**config.mk**
```make
export PLATFORM = sky130hd
export DESIGN_NAME = hex_ring_neighbor_generator_unit
export DESIGN_NICKNAME = d
export VERILOG_FILES = /design/src/rtl/core/hrng_pkg.sv /design/src/rtl/core/hex_ring_neighbor_generator_unit.sv
export SDC_FILE = /design/constraint.sdc
export NUM_CORES = 1
export LEC_CHECK = 0
export BUFFER_PORTS_ARGS = -buffer_cell sky130_fd_sc_hd__buf_2
export CORE_MARGIN = 8
export CORE_UTILIZATION = 55
export CTS_BUF_LIST = sky130_fd_sc_hd__clkbuf_2 sky130_fd_sc_hd__clkbuf_4 sky130_fd_sc_hd__clkbuf_8
export CTS_CLUSTER_SIZE = 16
export DETAILED_ROUTE_END_ITERATION = 10
export GPL_ROUTABILITY_DRIVEN = 0
export GPL_TIMING_DRIVEN = 0
export PLACE_DENSITY = 0.72
export SYNTH_ARGS = -nofsm -noshare
export SYNTH_HDL_FRONTEND = slang
export SYNTH_SLANG_ARGS = --single-unit
```
**constraint.sdc**
```tcl
create_clock -name clk -period 11.75 [get_ports clk]
set_input_delay 2.35 -clock clk [delete_from_list [all_inputs] [get_ports clk]]
set_output_delay 2.35 -clock clk [all_outputs]
set_load 0.03 [all_outputs]
```
**src/rtl/core/hrng_pkg.sv**
```systemverilog
// Package for the hexagonal ring neighbour generator.
// Holds the board constants, the stage types and the ring arithmetic helpers.
// No dependencies.
package hrng_pkg;

  localparam int MAX_RINGS   = 64;
  localparam int EDGES       = 6;
  localparam int NB_MAX      = 6;
  localparam int RING_W      = 6;
  localparam int POS_W       = 9;
  localparam int CELL_W      = 14;
  localparam int CNT_W       = 7;
  localparam int IDX_W       = 3;

  localparam logic [CNT_W-1:0] RING_COUNT_RST = CNT_W'(MAX_RINGS);

  // One neighbour waiting to be sent: ring, position and the first cell
  // number of its ring
  typedef struct packed {
    logic [RING_W-1:0] ring;
    logic [POS_W-1:0]  pos;
    logic [CELL_W-1:0] base;
  } entry_t;

  // Decoded cell carried from the first stage to the second
  typedef struct packed {
    logic [RING_W-1:0] ring;
    logic [POS_W-1:0]  pos;
    logic [IDX_W-1:0]  q;        // position divided by ring
    logic              corner;
    logic              bad;
    logic              outer;
    logic              centre_ok;
  } cell_t;

  // Number of cells on a ring, one for the centre
  function automatic logic [POS_W:0] ring_size(input logic [CNT_W-1:0] r);
    logic [POS_W:0] sz;
    sz = {{(POS_W+1-CNT_W){1'b0}}, r};
    if (r == '0) begin
      ring_size = (POS_W+1)'(1);
    end else begin
      ring_size = (sz << 2) + (sz << 1);
    end
  endfunction

  // First cell number of a ring: 1 + 3r(r-1), zero for the centre
  function automatic logic [CELL_W-1:0] ring_base(input logic [CNT_W-1:0] r);
    logic [CELL_W-1:0] rw;
    logic [CELL_W-1:0] prod;
    logic [CELL_W+1:0] trip;
    rw   = {{(CELL_W-CNT_W){1'b0}}, r};
    prod = rw * (rw - CELL_W'(1));
    trip = {2'b00, prod} + {1'b0, prod, 1'b0};
    if (r == '0) begin
      ring_base = '0;
    end else begin
      ring_base = CELL_W'(trip + (CELL_W+2)'(1));
    end
  endfunction

endpackage

```
**src/rtl/core/hex_ring_neighbor_generator_unit.sv**
```systemverilog
// Top level of the hexagonal ring neighbour generator.
// Three-stage pipeline plus output register; depends on hrng_pkg.
//
// Usage:
//   Input channel (in_valid, in_stall, in_ring, in_position) takes one cell in
//   ring coordinates per transaction. Result channel (out_valid, out_stall,
//   out_neighbor_*) returns its neighbours, one per transaction, in fixed
//   order, with out_last_neighbor high on the final one. An off-board cell
//   gives a single transaction with out_bad_cell set and zero fields; the
//   centre on a one-ring board gives none.
//   cfg_wr_en / cfg_wr_data write ring_count; write it only while idle.
//   The first result of a cell passes the decode and neighbour build stages,
//   the serialiser and the output register, in that order. The single result
//   port gives one result per cycle while out_stall is low; a cell has 0 to 6
//   results, six for a full cell, and a cell with no results takes no output
//   slot. While the serialiser drains, new cells are still accepted until
//   stages 1 and 2 are full.
//   Reset (rst_n low, synchronous) empties every stage and sets
//   ring_count to 64. A stall on the result side holds the output register
//   and backs the pipeline up stage by stage; nothing is lost or repeated.
module hex_ring_neighbor_generator_unit
  import hrng_pkg::*;
(
  input  logic              clk,
  input  logic              rst_n,
  input  logic              cfg_wr_en,
  input  logic [CNT_W-1:0]  cfg_wr_data,
  input  logic              in_valid,
  output logic              in_stall,
  input  logic [RING_W-1:0] in_ring,
  input  logic [POS_W-1:0]  in_position,
  output logic              out_valid,
  input  logic              out_stall,
  output logic [RING_W-1:0] out_neighbor_ring,
  output logic [POS_W-1:0]  out_neighbor_position,
  output logic [CELL_W-1:0] out_neighbor_cell,
  output logic              out_last_neighbor,
  output logic              out_bad_cell
);

  logic [CNT_W-1:0]  ring_count_r;
  logic [CNT_W-1:0]  eff_cnt;

  logic              s1_valid_r;
  logic [RING_W-1:0] s1_ring_r;
  logic [POS_W-1:0]  s1_pos_r;
  logic [POS_W-1:0]  s1_mult [0:7];
  logic [IDX_W-1:0]  s1_q;
  cell_t             s1_cell;

  logic              s2_valid_r;
  cell_t             s2_r;
  entry_t            s2_ent [0:NB_MAX-1];
  logic [IDX_W-1:0]  s2_n;

  logic              s3_valid_r;
  entry_t            s3_ent_r [0:NB_MAX-1];
  logic [IDX_W-1:0]  s3_n_r;
  logic [IDX_W-1:0]  s3_k_r;
  logic [IDX_W-1:0]  s3_k_nxt;
  logic              s3_bad_r;
  logic              s3_last;
  entry_t            s3_sel;

  logic              out_valid_r;
  logic [RING_W-1:0] out_ring_r;
  logic [POS_W-1:0]  out_pos_r;
  logic [CELL_W-1:0] out_cell_r;
  logic              out_last_r;
  logic              out_bad_r;

  logic              out_load;
  logic              s3_emit;
  logic              s3_take;
  logic              s2_go;
  logic              s2_take;
  logic              s1_take;

  // Hold the ring count register
  always_ff @(posedge clk) begin
    if (!rst_n) begin
      ring_count_r <= RING_COUNT_RST;
    end else if (cfg_wr_en) begin
      ring_count_r <= cfg_wr_data;
    end
  end

  assign eff_cnt = (ring_count_r > CNT_W'(MAX_RINGS)) ? CNT_W'(MAX_RINGS) : ring_count_r;

  // Handshake between stages: each stage moves when the next one frees up
  assign out_load = !out_valid_r || !out_stall;
  assign s3_last  = (s3_k_r == s3_n_r - IDX_W'(1));
  assign s3_emit  = s3_valid_r && out_load;
  assign s3_take  = !s3_valid_r || (s3_emit && s3_last);
  assign s2_go    = s2_valid_r && ((s2_n == '0) || s3_take);
  assign s2_take  = !s2_valid_r || s2_go;
  assign s1_take  = !s1_valid_r || s2_take;
  assign in_stall = !s1_take;

  // Stage 1: capture the cell
  always_ff @(posedge clk) begin
    if (!rst_n) begin
      s1_valid_r <= 1'b0;
    end else if (s1_take) begin
      s1_valid_r <= in_valid;
    end
  end

  always_ff @(posedge clk) begin
    if (s1_take && in_valid) begin
      s1_ring_r <= in_ring;
      s1_pos_r  <= in_position;
    end
  end

  // Stage 1 decode: multiples of the ring, sector index and corner test
  always_comb begin
    for (int k = 0; k < 8; k++) begin
      s1_mult[k] = POS_W'(k * int'(s1_ring_r));
    end
    s1_q = '0;
    for (int k = 1; k < EDGES; k++) begin
      if (s1_pos_r >= s1_mult[k]) begin
        s1_q = s1_q + IDX_W'(1);
      end
    end
  end

  always_comb begin
    s1_cell.ring      = s1_ring_r;
    s1_cell.pos       = s1_pos_r;
    s1_cell.q         = s1_q;
    s1_cell.corner    = (s1_pos_r == s1_mult[s1_q]);
    s1_cell.bad       = ({1'b0, s1_ring_r} >= eff_cnt) ||
                        ({1'b0, s1_pos_r} >= ring_size({1'b0, s1_ring_r}));
    s1_cell.outer     = ({1'b0, s1_ring_r} + CNT_W'(1)) < eff_cnt;
    s1_cell.centre_ok = eff_cnt >= CNT_W'(2);
  end

  // Stage 2: hold the decoded cell
  always_ff @(posedge clk) begin
    if (!rst_n) begin
      s2_valid_r <= 1'b0;
    end else if (s2_take) begin
      s2_valid_r <= s1_valid_r;
    end
  end

  always_ff @(posedge clk) begin
    if (s2_take && s1_valid_r) begin
      s2_r <= s1_cell;
    end
  end

  // Stage 2 build: list the neighbours of the held cell
  always_comb begin
    logic [CNT_W-1:0]  r;
    logic [CNT_W-1:0]  rm;
    logic [CNT_W-1:0]  rp;
    logic [POS_W:0]    sz_r;
    logic [POS_W:0]    sz_m;
    logic [POS_W:0]    sz_p;
    logic [POS_W:0]    a;
    logic [POS_W:0]    ai;
    logic [POS_W:0]    ao;
    logic [POS_W-1:0]  prev_r;
    logic [POS_W-1:0]  next_r;
    logic [POS_W-1:0]  next_i;
    logic [POS_W-1:0]  prev_o;
    logic [POS_W-1:0]  next_o;
    logic [CELL_W-1:0] b_m;
    logic [CELL_W-1:0] b_r;
    logic [CELL_W-1:0] b_p;
    r      = {1'b0, s2_r.ring};
    rm     = r - CNT_W'(1);
    rp     = r + CNT_W'(1);
    sz_r   = ring_size(r);
    sz_m   = ring_size(rm);
    sz_p   = ring_size(rp);
    a      = {1'b0, s2_r.pos};
    ai     = a - (POS_W+1)'(s2_r.q) - (s2_r.corner ? '0 : (POS_W+1)'(1));
    ao     = a + (POS_W+1)'(s2_r.q);
    prev_r = POS_W'((a == '0) ? sz_r - (POS_W+1)'(1) : a - (POS_W+1)'(1));
    next_r = POS_W'((a + (POS_W+1)'(1) == sz_r) ? '0 : a + (POS_W+1)'(1));
    next_i = POS_W'((ai + (POS_W+1)'(1) == sz_m) ? '0 : ai + (POS_W+1)'(1));
    prev_o = POS_W'((ao == '0) ? sz_p - (POS_W+1)'(1) : ao - (POS_W+1)'(1));
    next_o = POS_W'((ao + (POS_W+1)'(1) == sz_p) ? '0 : ao + (POS_W+1)'(1));
    b_m    = ring_base(rm);
    b_r    = ring_base(r);
    b_p    = ring_base(rp);

    for (int i = 0; i < NB_MAX; i++) begin
      s2_ent[i] = '0;
    end
    s2_n = '0;

    if (s2_r.bad) begin
      // off the board: one empty result
      s2_n = IDX_W'(1);
    end else if (s2_r.ring == '0) begin
      // centre: the whole first ring, none on a one-ring board
      for (int i = 0; i < NB_MAX; i++) begin
        s2_ent[i].ring = RING_W'(1);
        s2_ent[i].pos  = POS_W'(i);
        s2_ent[i].base = ring_base(CNT_W'(1));
      end
      s2_n = s2_r.centre_ok ? IDX_W'(NB_MAX) : '0;
    end else if (s2_r.corner) begin
      s2_ent[0] = '{ring: RING_W'(rm), pos: POS_W'(ai), base: b_m};
      s2_ent[1] = '{ring: RING_W'(r),  pos: prev_r,     base: b_r};
      s2_ent[2] = '{ring: RING_W'(r),  pos: next_r,     base: b_r};
      s2_ent[3] = '{ring: RING_W'(rp), pos: prev_o,     base: b_p};
      s2_ent[4] = '{ring: RING_W'(rp), pos: POS_W'(ao), base: b_p};
      s2_ent[5] = '{ring: RING_W'(rp), pos: next_o,     base: b_p};
      s2_n = s2_r.outer ? IDX_W'(6) : IDX_W'(3);
    end else begin
      s2_ent[0] = '{ring: RING_W'(rm), pos: POS_W'(ai), base: b_m};
      s2_ent[1] = '{ring: RING_W'(rm), pos: next_i,     base: b_m};
      s2_ent[2] = '{ring: RING_W'(r),  pos: prev_r,     base: b_r};
      s2_ent[3] = '{ring: RING_W'(r),  pos: next_r,     base: b_r};
      s2_ent[4] = '{ring: RING_W'(rp), pos: POS_W'(ao), base: b_p};
      s2_ent[5] = '{ring: RING_W'(rp), pos: next_o,     base: b_p};
      s2_n = s2_r.outer ? IDX_W'(6) : IDX_W'(4);
    end
  end

  // Stage 3: serialiser, load a list when the previous one is done
  always_comb begin
    s3_k_nxt = s3_k_r;
    if (s3_take) begin
      s3_k_nxt = '0;
    end else if (s3_emit) begin
      s3_k_nxt = s3_k_r + IDX_W'(1);
    end
  end

  always_ff @(posedge clk) begin
    if (!rst_n) begin
      s3_valid_r <= 1'b0;
      s3_k_r     <= '0;
    end else begin
      s3_k_r <= s3_k_nxt;
      if (s3_take) begin
        s3_valid_r <= s2_valid_r && (s2_n != '0);
      end
    end
  end

  always_ff @(posedge clk) begin
    if (s3_take && s2_valid_r) begin
      s3_ent_r <= s2_ent;
      s3_n_r   <= s2_n;
      s3_bad_r <= s2_r.bad;
    end
  end

  // Pick the current neighbour
  always_comb begin
    s3_sel = s3_ent_r[0];
    for (int i = 1; i < NB_MAX; i++) begin
      if (s3_k_r == IDX_W'(i)) begin
        s3_sel = s3_ent_r[i];
      end
    end
  end

  // Output register: hold while stalled
  always_ff @(posedge clk) begin
    if (!rst_n) begin
      out_valid_r <= 1'b0;
    end else if (out_load) begin
      out_valid_r <= s3_valid_r;
    end
  end

  always_ff @(posedge clk) begin
    if (s3_emit) begin
      out_ring_r <= s3_sel.ring;
      out_pos_r  <= s3_sel.pos;
      out_cell_r <= s3_sel.base + CELL_W'(s3_sel.pos);
      out_last_r <= s3_last;
      out_bad_r  <= s3_bad_r;
    end
  end

  assign out_valid             = out_valid_r;
  assign out_neighbor_ring     = out_ring_r;
  assign out_neighbor_position = out_pos_r;
  assign out_neighbor_cell     = out_cell_r;
  assign out_last_neighbor     = out_last_r;
  assign out_bad_cell          = out_bad_r;

  // Checks on the serialiser and the error result
  a_idx_in_range: assert property (@(posedge clk) disable iff (!rst_n)
    s3_valid_r |-> (s3_k_r < s3_n_r))
    else $error("serialiser index past the end of its list");

  a_no_empty_list: assert property (@(posedge clk) disable iff (!rst_n)
    s3_valid_r |-> (s3_n_r != '0))
    else $error("serialiser holds an empty list");

  a_bad_is_lone: assert property (@(posedge clk) disable iff (!rst_n)
    (out_valid_r && out_bad_r) |-> (out_last_r && (out_cell_r == '0) && (out_pos_r == '0)))
    else $error("error result not a lone zero transaction");

  a_last_closes_list: assert property (@(posedge clk) disable iff (!rst_n)
    (s3_emit && s3_last) |=> (out_valid_r && out_last_r))
    else $error("final neighbour not flagged as last");

endmodule

```
==> results.sh, run 1 <==
export IMPL_max_stage_delay_ps=800
export IMPL_maxSlewViolCount=0
export IMPL_cp_arrival_ps=10970
export IMPL_ys_seq_area_share_pct=30.4
export IMPL_ctsHoldBuffers=0
export IMPL_cts_buffer_depth=3
export IMPL_synth_area_per_cell_um2=9.44
export IMPL_holdWs_ps=420
export IMPL_area_delta_synth_final_pct=8.00
export IMPL_hp_class="reg -> reg"
export IMPL_drt_iter0_markers=2033
export IMPL_ys_warn_count=0
export IMPL_period_minus_slack_ps=10690
export IMPL_ys_types=89
export IMPL_rr_endpoint="s3_ent_r[71]$_SDFFCE_PP0P_"
export IMPL_hold_start="s3_bad_r$_DFFE_PP_"
export IMPL_nets=3002
export IMPL_synth_nets=2901
export IMPL_antenna_found_initial=1
export IMPL_ys_flop_type="edfxtp_1"
export IMPL_post_cts_setup_buffer_count=0
export IMPL_fp_dieW_um=221
export IMPL_crit_required_ps=12040
export IMPL_finalHoldViolCount=0
export IMPL_p_per_area_mw_per_mm2=228
export IMPL_synth_top_area_share_pct=29.2
export IMPL_port_buffers=58
export IMPL_fmax_mhz=93.6
export IMPL_grt_pass1_wl_um=101000
export IMPL_setup_violations=0
export IMPL_clock_skew_ps=21.0
export IMPL_cts_root_buf="clkbuf_8"
export IMPL_cp_slowest_cell="ha_1"
export IMPL_start_util_pct=55.5
export IMPL_fillCellCount=3485
export IMPL_synth_area_mm2=0.0232
export IMPL_seqCellArea_mm2=0.00704
export IMPL_drtPass1Iterations=6
export IMPL_dieArea_mm2=0.0489
export IMPL_hold_depth=0
export IMPL_hold_path_endpoint="out_bad_cell$_DFFE_PP_"
export IMPL_yosys_area_top_type="edfxtp_1"
export IMPL_power_leakage_nw=10.9
export IMPL_crit_top_cell="inv_1"
export IMPL_drive_gt1_share_pct=7.74
export IMPL_cp_max_fo=14
export IMPL_synth_edf_count=225
export IMPL_viasPerCell=6.04
export IMPL_syn_instance_count=2454
export IMPL_drv_cap=0
export IMPL_detail_route_wl_per_cell_um=20.5
export IMPL_synth_most_common_cell="ha_1"
export IMPL_grt_max_degree=72
export IMPL_r2r_cells=33
export IMPL_ys_async_sr_fraction_pct=0
export IMPL_drt_total_wl_um=64000
export IMPL_critPathLaunchType="flop"
export IMPL_timing_final_crit_share_pct=91.0
export IMPL_numCtsBuffers=39
export IMPL_r2r_start="s2_r[16]$_DFFE_PP_"
export IMPL_cts_htree_levels=2
export IMPL_setup_tns_ps=0
export IMPL_cts_tree="yes"
export IMPL_dp_hpwl_um=50000
export IMPL_grt_overflow=0
export IMPL_vdd_drop_max_mv=0.305
export IMPL_synth_top_cells_by_area="edfxtp_1 (29%), ha_1 (17%), fa_1 (8.5%), nor2_1 (5.1%), xnor2_1 (4.5%)"
export IMPL_die_h_um=221
export IMPL_ctsResizeCount=0
export IMPL_grt_pass1_vias=18700
export IMPL_tightest_slew_ps=1270
export IMPL_netlist_top_cells_count="ha_1 (322), nor2_1 (313), inv_1 (259)"
export IMPL_clk_latency_ps=550
export IMPL_relSlewSlack_pct=15.5
export IMPL_core_mm2=0.0418
export IMPL_multi_input_comb_area_mm2=0.0148
export IMPL_ant_nets=0
export IMPL_vias=18900
export IMPL_cts_sinks=239
export IMPL_end_kind="flop"
export IMPL_ys_seq_elements=239
export IMPL_pin_count=60
export IMPL_path_clk_slew_ps=70
export IMPL_outcome="finished clean"
export IMPL_drc=0
export IMPL_fp_row_count=75
export IMPL_r2r_setup_slack_ps=1060
export IMPL_critical_path_class="reg -> reg"
export IMPL_rsz0062_at_grt="false"
export IMPL_track_usage_pct=25.6
-- cells by family after synthesis --
group                      after synthesis  synth area share (%)
adders and majority gates              420                  25.9
buffers and inverters                  363                  5.99
DFF                                    239                  30.4
and+or+nand+nor                        697                  14.1
xor gates and xnor gates               186                  7.22
AOI/OAI and AO/OA                      488                  13.7
muxes                                   61                  2.69
-- stage by stage --
step                util (%)  setup WS, ps  area, µm²  total power, mW  instances
global route            59.9           598      25000             6.13       3123
CTS                     59.9          1210      25000             5.67       3123
floorplan                  -          3750      23200             3.88       2454
global placement        57.8          1340      24100             4.73       3051
detailed placement      57.9          1230      24200             4.88       3053
finish                  59.9          1060      25000             5.72       3124
-- critical path, delay by kind of cell (launching register included) --
family                   cells  cell delay [ps]
buffers and inverters       10             2920
AND/OR/NAND/NOR              3              410
XOR/XNOR                     2              560
adder cells (fa/ha/maj)      8             3980
flip-flops                   1              680
AO/OA/AOI/OAI               10             1820
-- worst max path at each step --
stage,end,from,slack (ps)
after global routing,s3_ent_r[71]$_SDFFCE_PP0P_,s2_r[16]$_DFFE_PP_,600
final,s3_ent_r[71]$_SDFFCE_PP0P_,s2_r[16]$_DFFE_PP_,1060
after global placement,s3_ent_r[71]$_SDFFCE_PP0P_,s2_r[16]$_DFFE_PP_,1340
after detailed placement,s3_ent_r[71]$_SDFFCE_PP0P_,s2_r[16]$_DFFE_PP_,1230
after floorplan,s3_ent_r[71]$_SDFFCE_PP0P_,s2_r[16]$_DFFE_PP_,3750
after CTS,s3_ent_r[71]$_SDFFCE_PP0P_,s2_r[16]$_DFFE_PP_,1210
-- placed cells by master, fill, tap and decap left out, drive strengths merged, types with 15 or more instances in the layout --
master / instances
a21o: 40
a31oi: 20
and3: 30
clkbuf: 121
xnor2: 119
nand2: 114
nor3: 47
o21ai: 71
nor2b: 28
mux2i: 54
nand2b: 24
ha: 322
nor2: 313
buf: 91
fa: 98
o21bai: 24
inv: 265
edfxtp: 225
or2: 21
and2: 27
nand3: 43
xor2: 65
a21oi: 178
a211oi: 43
o22ai: 15
-- state kept, by name, summed over array words and instances (netlist names), 3 cells and up --
signal,flops
s1_ring_r,6
out_neighbor_position,9
out_neighbor_ring,6
s1_pos_r,9
s3_ent_r,153
out_neighbor_cell,14
ring_count_r,7
s2_r,22
s3_n_r,3
s3_k_r,3
-- report_power, final --
group          switching [mW]  internal [mW]  total, mW  leakage [nW]
clock network           0.341          0.434      0.775         0.426
registers              0.0417           1.15       1.19          2.18
logic                    2.29           1.46       3.75          8.34
-- per-layer routing --
metal	up-vias	wire length (µm)	global-route usage [%]
li1	8745	-	-
met1	8975	25500	32.3
met2	941	30000	42.8
met3	212	5120	3.73
met4	0	3330	12.3
met5	-	0	0
-- layout make-up --
cell class | count | area share, %
repair buffers | 60 | 1.38
inverters | 267 | 4.01
well taps | 539 | 2.70
plain buffers | 96 | 1.55
diodes | 1 | 0.0100
flip-flops and latches | 239 | 28.1
clock inverters | 14 | 0.575
clock buffers | 56 | 2.68
multi-input cells | 1852 | 59.0
Power figures use the tool's default switching activity.
==> inputs of run 2 (changes only) <==
CORE_UTILIZATION = 50   (was 55)
PLACE_DENSITY = 0.66   (was 0.72)
clock period = 12.2 ns   (was 11.75 ns; I/O delays follow)
==> run 2 against run 1 <==
Net effect: flip-flop and latch count unchanged; hold slack worse by 0.74 ps; count of clock-buffer cells in the layout down 2; power down 2.4%; wire length up 2.1%; largest cell class unchanged; highest routed layer unchanged.
==> results.sh, run 2 (synthesis gave the netlist of run 1 again) <==
export IMPL_nets=3003
export IMPL_gr_usage_met1_pct=30.1
export IMPL_track_usage_pct=24.0
export IMPL_drc=0
export IMPL_core_mm2=0.0462
export IMPL_setup_tns_ps=0
export IMPL_period_minus_slack_ps=10800
export IMPL_cts_buffer_depth=3
export IMPL_area_delta_synth_final_pct=8.61
export IMPL_utilization_pct=54.5
export IMPL_grt_max_degree=74
export IMPL_cts_root_buf="clkbuf_8"
export IMPL_grt_overflow=0
export IMPL_final_area_mm2=0.0252
export IMPL_start_util_pct=50.2
export IMPL_relSlewSlack_pct=13.8
export IMPL_multi_input_comb_area_mm2=0.0148
export IMPL_cp_slowest_cell="ha_1"
export IMPL_fp_row_count=79
export IMPL_crit_family="adder cells"
export IMPL_outcome="finished clean"
export IMPL_ctsHoldBuffers=0
export IMPL_critPathLaunchType="flop"
export IMPL_ctsResizeCount=0
export IMPL_cts_htree_levels=2
export IMPL_seqCellArea_mm2=0.00704
export IMPL_port_buffers=58
export IMPL_antenna_found_initial=0
export IMPL_dp_hpwl_um=50800
export IMPL_final_common_cell="ha_1"
export IMPL_vdd_drop_max_mv=0.263
export IMPL_fmax_mhz=92.6
export IMPL_path_clk_slew_ps=70
export IMPL_crit_top_cell="inv_1"
export IMPL_setup_violations=0
export IMPL_post_cts_setup_buffer_count=0
export IMPL_grt_pass1_wl_um=102000
export IMPL_rsz0062_at_grt="false"
export IMPL_fp_dieW_um=231
export IMPL_cts_tree="yes"
export IMPL_place_ws_ps=1490
export IMPL_detail_route_wl_per_cell_um=20.4
export IMPL_max_stage_delay_ps=790
export IMPL_numCtsBuffers=39
export IMPL_holdWs_ps=419
export IMPL_end_kind="flop"
export IMPL_cp_arrival_ps=11100
export IMPL_dieArea_mm2=0.0535
export IMPL_vias=18700
export IMPL_drt_iter0_markers=1663
export IMPL_timing_final_crit_share_pct=88.5
export IMPL_drive_gt1_share_pct=7.93
export IMPL_die_h_um=231
export IMPL_fillCellCount=4108
export IMPL_tightest_slew_ps=1280
export IMPL_finalHoldViolCount=0
export IMPL_clk_latency_ps=580
export IMPL_cts_sinks=239
export IMPL_maxSlewViolCount=0
export IMPL_setup_slack_ps=1400
export IMPL_most_common_layout_cells="ha_1 (322), nor2_1 (313), inv_1 (259), edfxtp_1 (225), a21oi_1 (177)"
export IMPL_cp_max_fo=14
export IMPL_place_area_mm2=0.0243
export IMPL_ant_nets=0
export IMPL_viasPerCell=5.85
export IMPL_globalRouteMet2Util_pct=40.5
export IMPL_power_leakage_nw=11.0
export IMPL_pin_count=60
export IMPL_hp_class="reg -> reg"
export IMPL_crit_required_ps=12500
export IMPL_drt_total_wl_um=65300
export IMPL_critPathBufInv=11
export IMPL_top_register="s3_ent_r"
export IMPL_critical_path_class="reg -> reg"
export IMPL_p_per_area_mw_per_mm2=222
export IMPL_grtUsageMet3_pct=3.85
export IMPL_largest_reg_flops=153
export IMPL_grt_busiest_layer="met2"
export IMPL_clock_skew_ps=35.0
export IMPL_grt_pass1_vias=18600
export IMPL_drtPass1Iterations=5
export IMPL_drv_cap=0
## run 2: worst paths after layout
path	startpoint	to	slack [ps]	depth (start not counted)
worst max-delay path	s2_r[16]$_DFFE_PP_	s3_ent_r[71]$_SDFFCE_PP0P_	1400	34
worst max register to register	s2_r[16]$_DFFE_PP_	s3_ent_r[71]$_SDFFCE_PP0P_	1400	34
worst min-delay path	s3_bad_r$_DFFE_PP_	out_bad_cell$_DFFE_PP_	420	0
worst min register to register	s3_bad_r$_DFFE_PP_	out_bad_cell$_DFFE_PP_	420	0
## run 2: final cells by class
class | count | area share, %
Timing Repair Buffer | 61 | 1.43
Buffer | 96 | 1.54
Tap cell | 607 | 3.02
Clock buffer | 54 | 2.66
Inverter | 267 | 3.98
Multi-Input combinational cell | 1852 | 58.6
Sequential cell | 239 | 28.0
Clock inverter | 17 | 0.746
Antenna cell | 1 | 0.00995
## run 2: routing by layer
layer,share of wire (%),vias to the layer above
li1,-,8762
met1,40,8919
met2,47,809
met3,7.7,205
met4,4.8,0
met5,0,-
## run 2: per-stage QoR
stage / total power [mW] / std cells
6_report: 5.58 / 3194
5_1_grt: 5.95 / 3193
4_1_cts: 5.54 / 3193
3_5_place_dp: 4.73 / 3122
3_3_place_gp: 4.63 / 3119
2_1_floorplan: 3.73 / 2454
## run 2: worst reg2reg max path: cells and delay by family, from the launching register on
family | cells | cell delay, ps
buffers and inverters | 11 | 3040
flip-flops | 1 | 720
AND/OR/NAND/NOR | 4 | 680
adder cells (fa/ha/maj) | 8 | 4020
AO/OA/AOI/OAI | 9 | 1650
XOR/XNOR | 2 | 450
## run 2: power by group
group	switching (mW)	internal, mW	total, mW
combinational	2.24	1.41	3.64
sequential	0.0422	1.11	1.15
clock	0.340	0.442	0.783
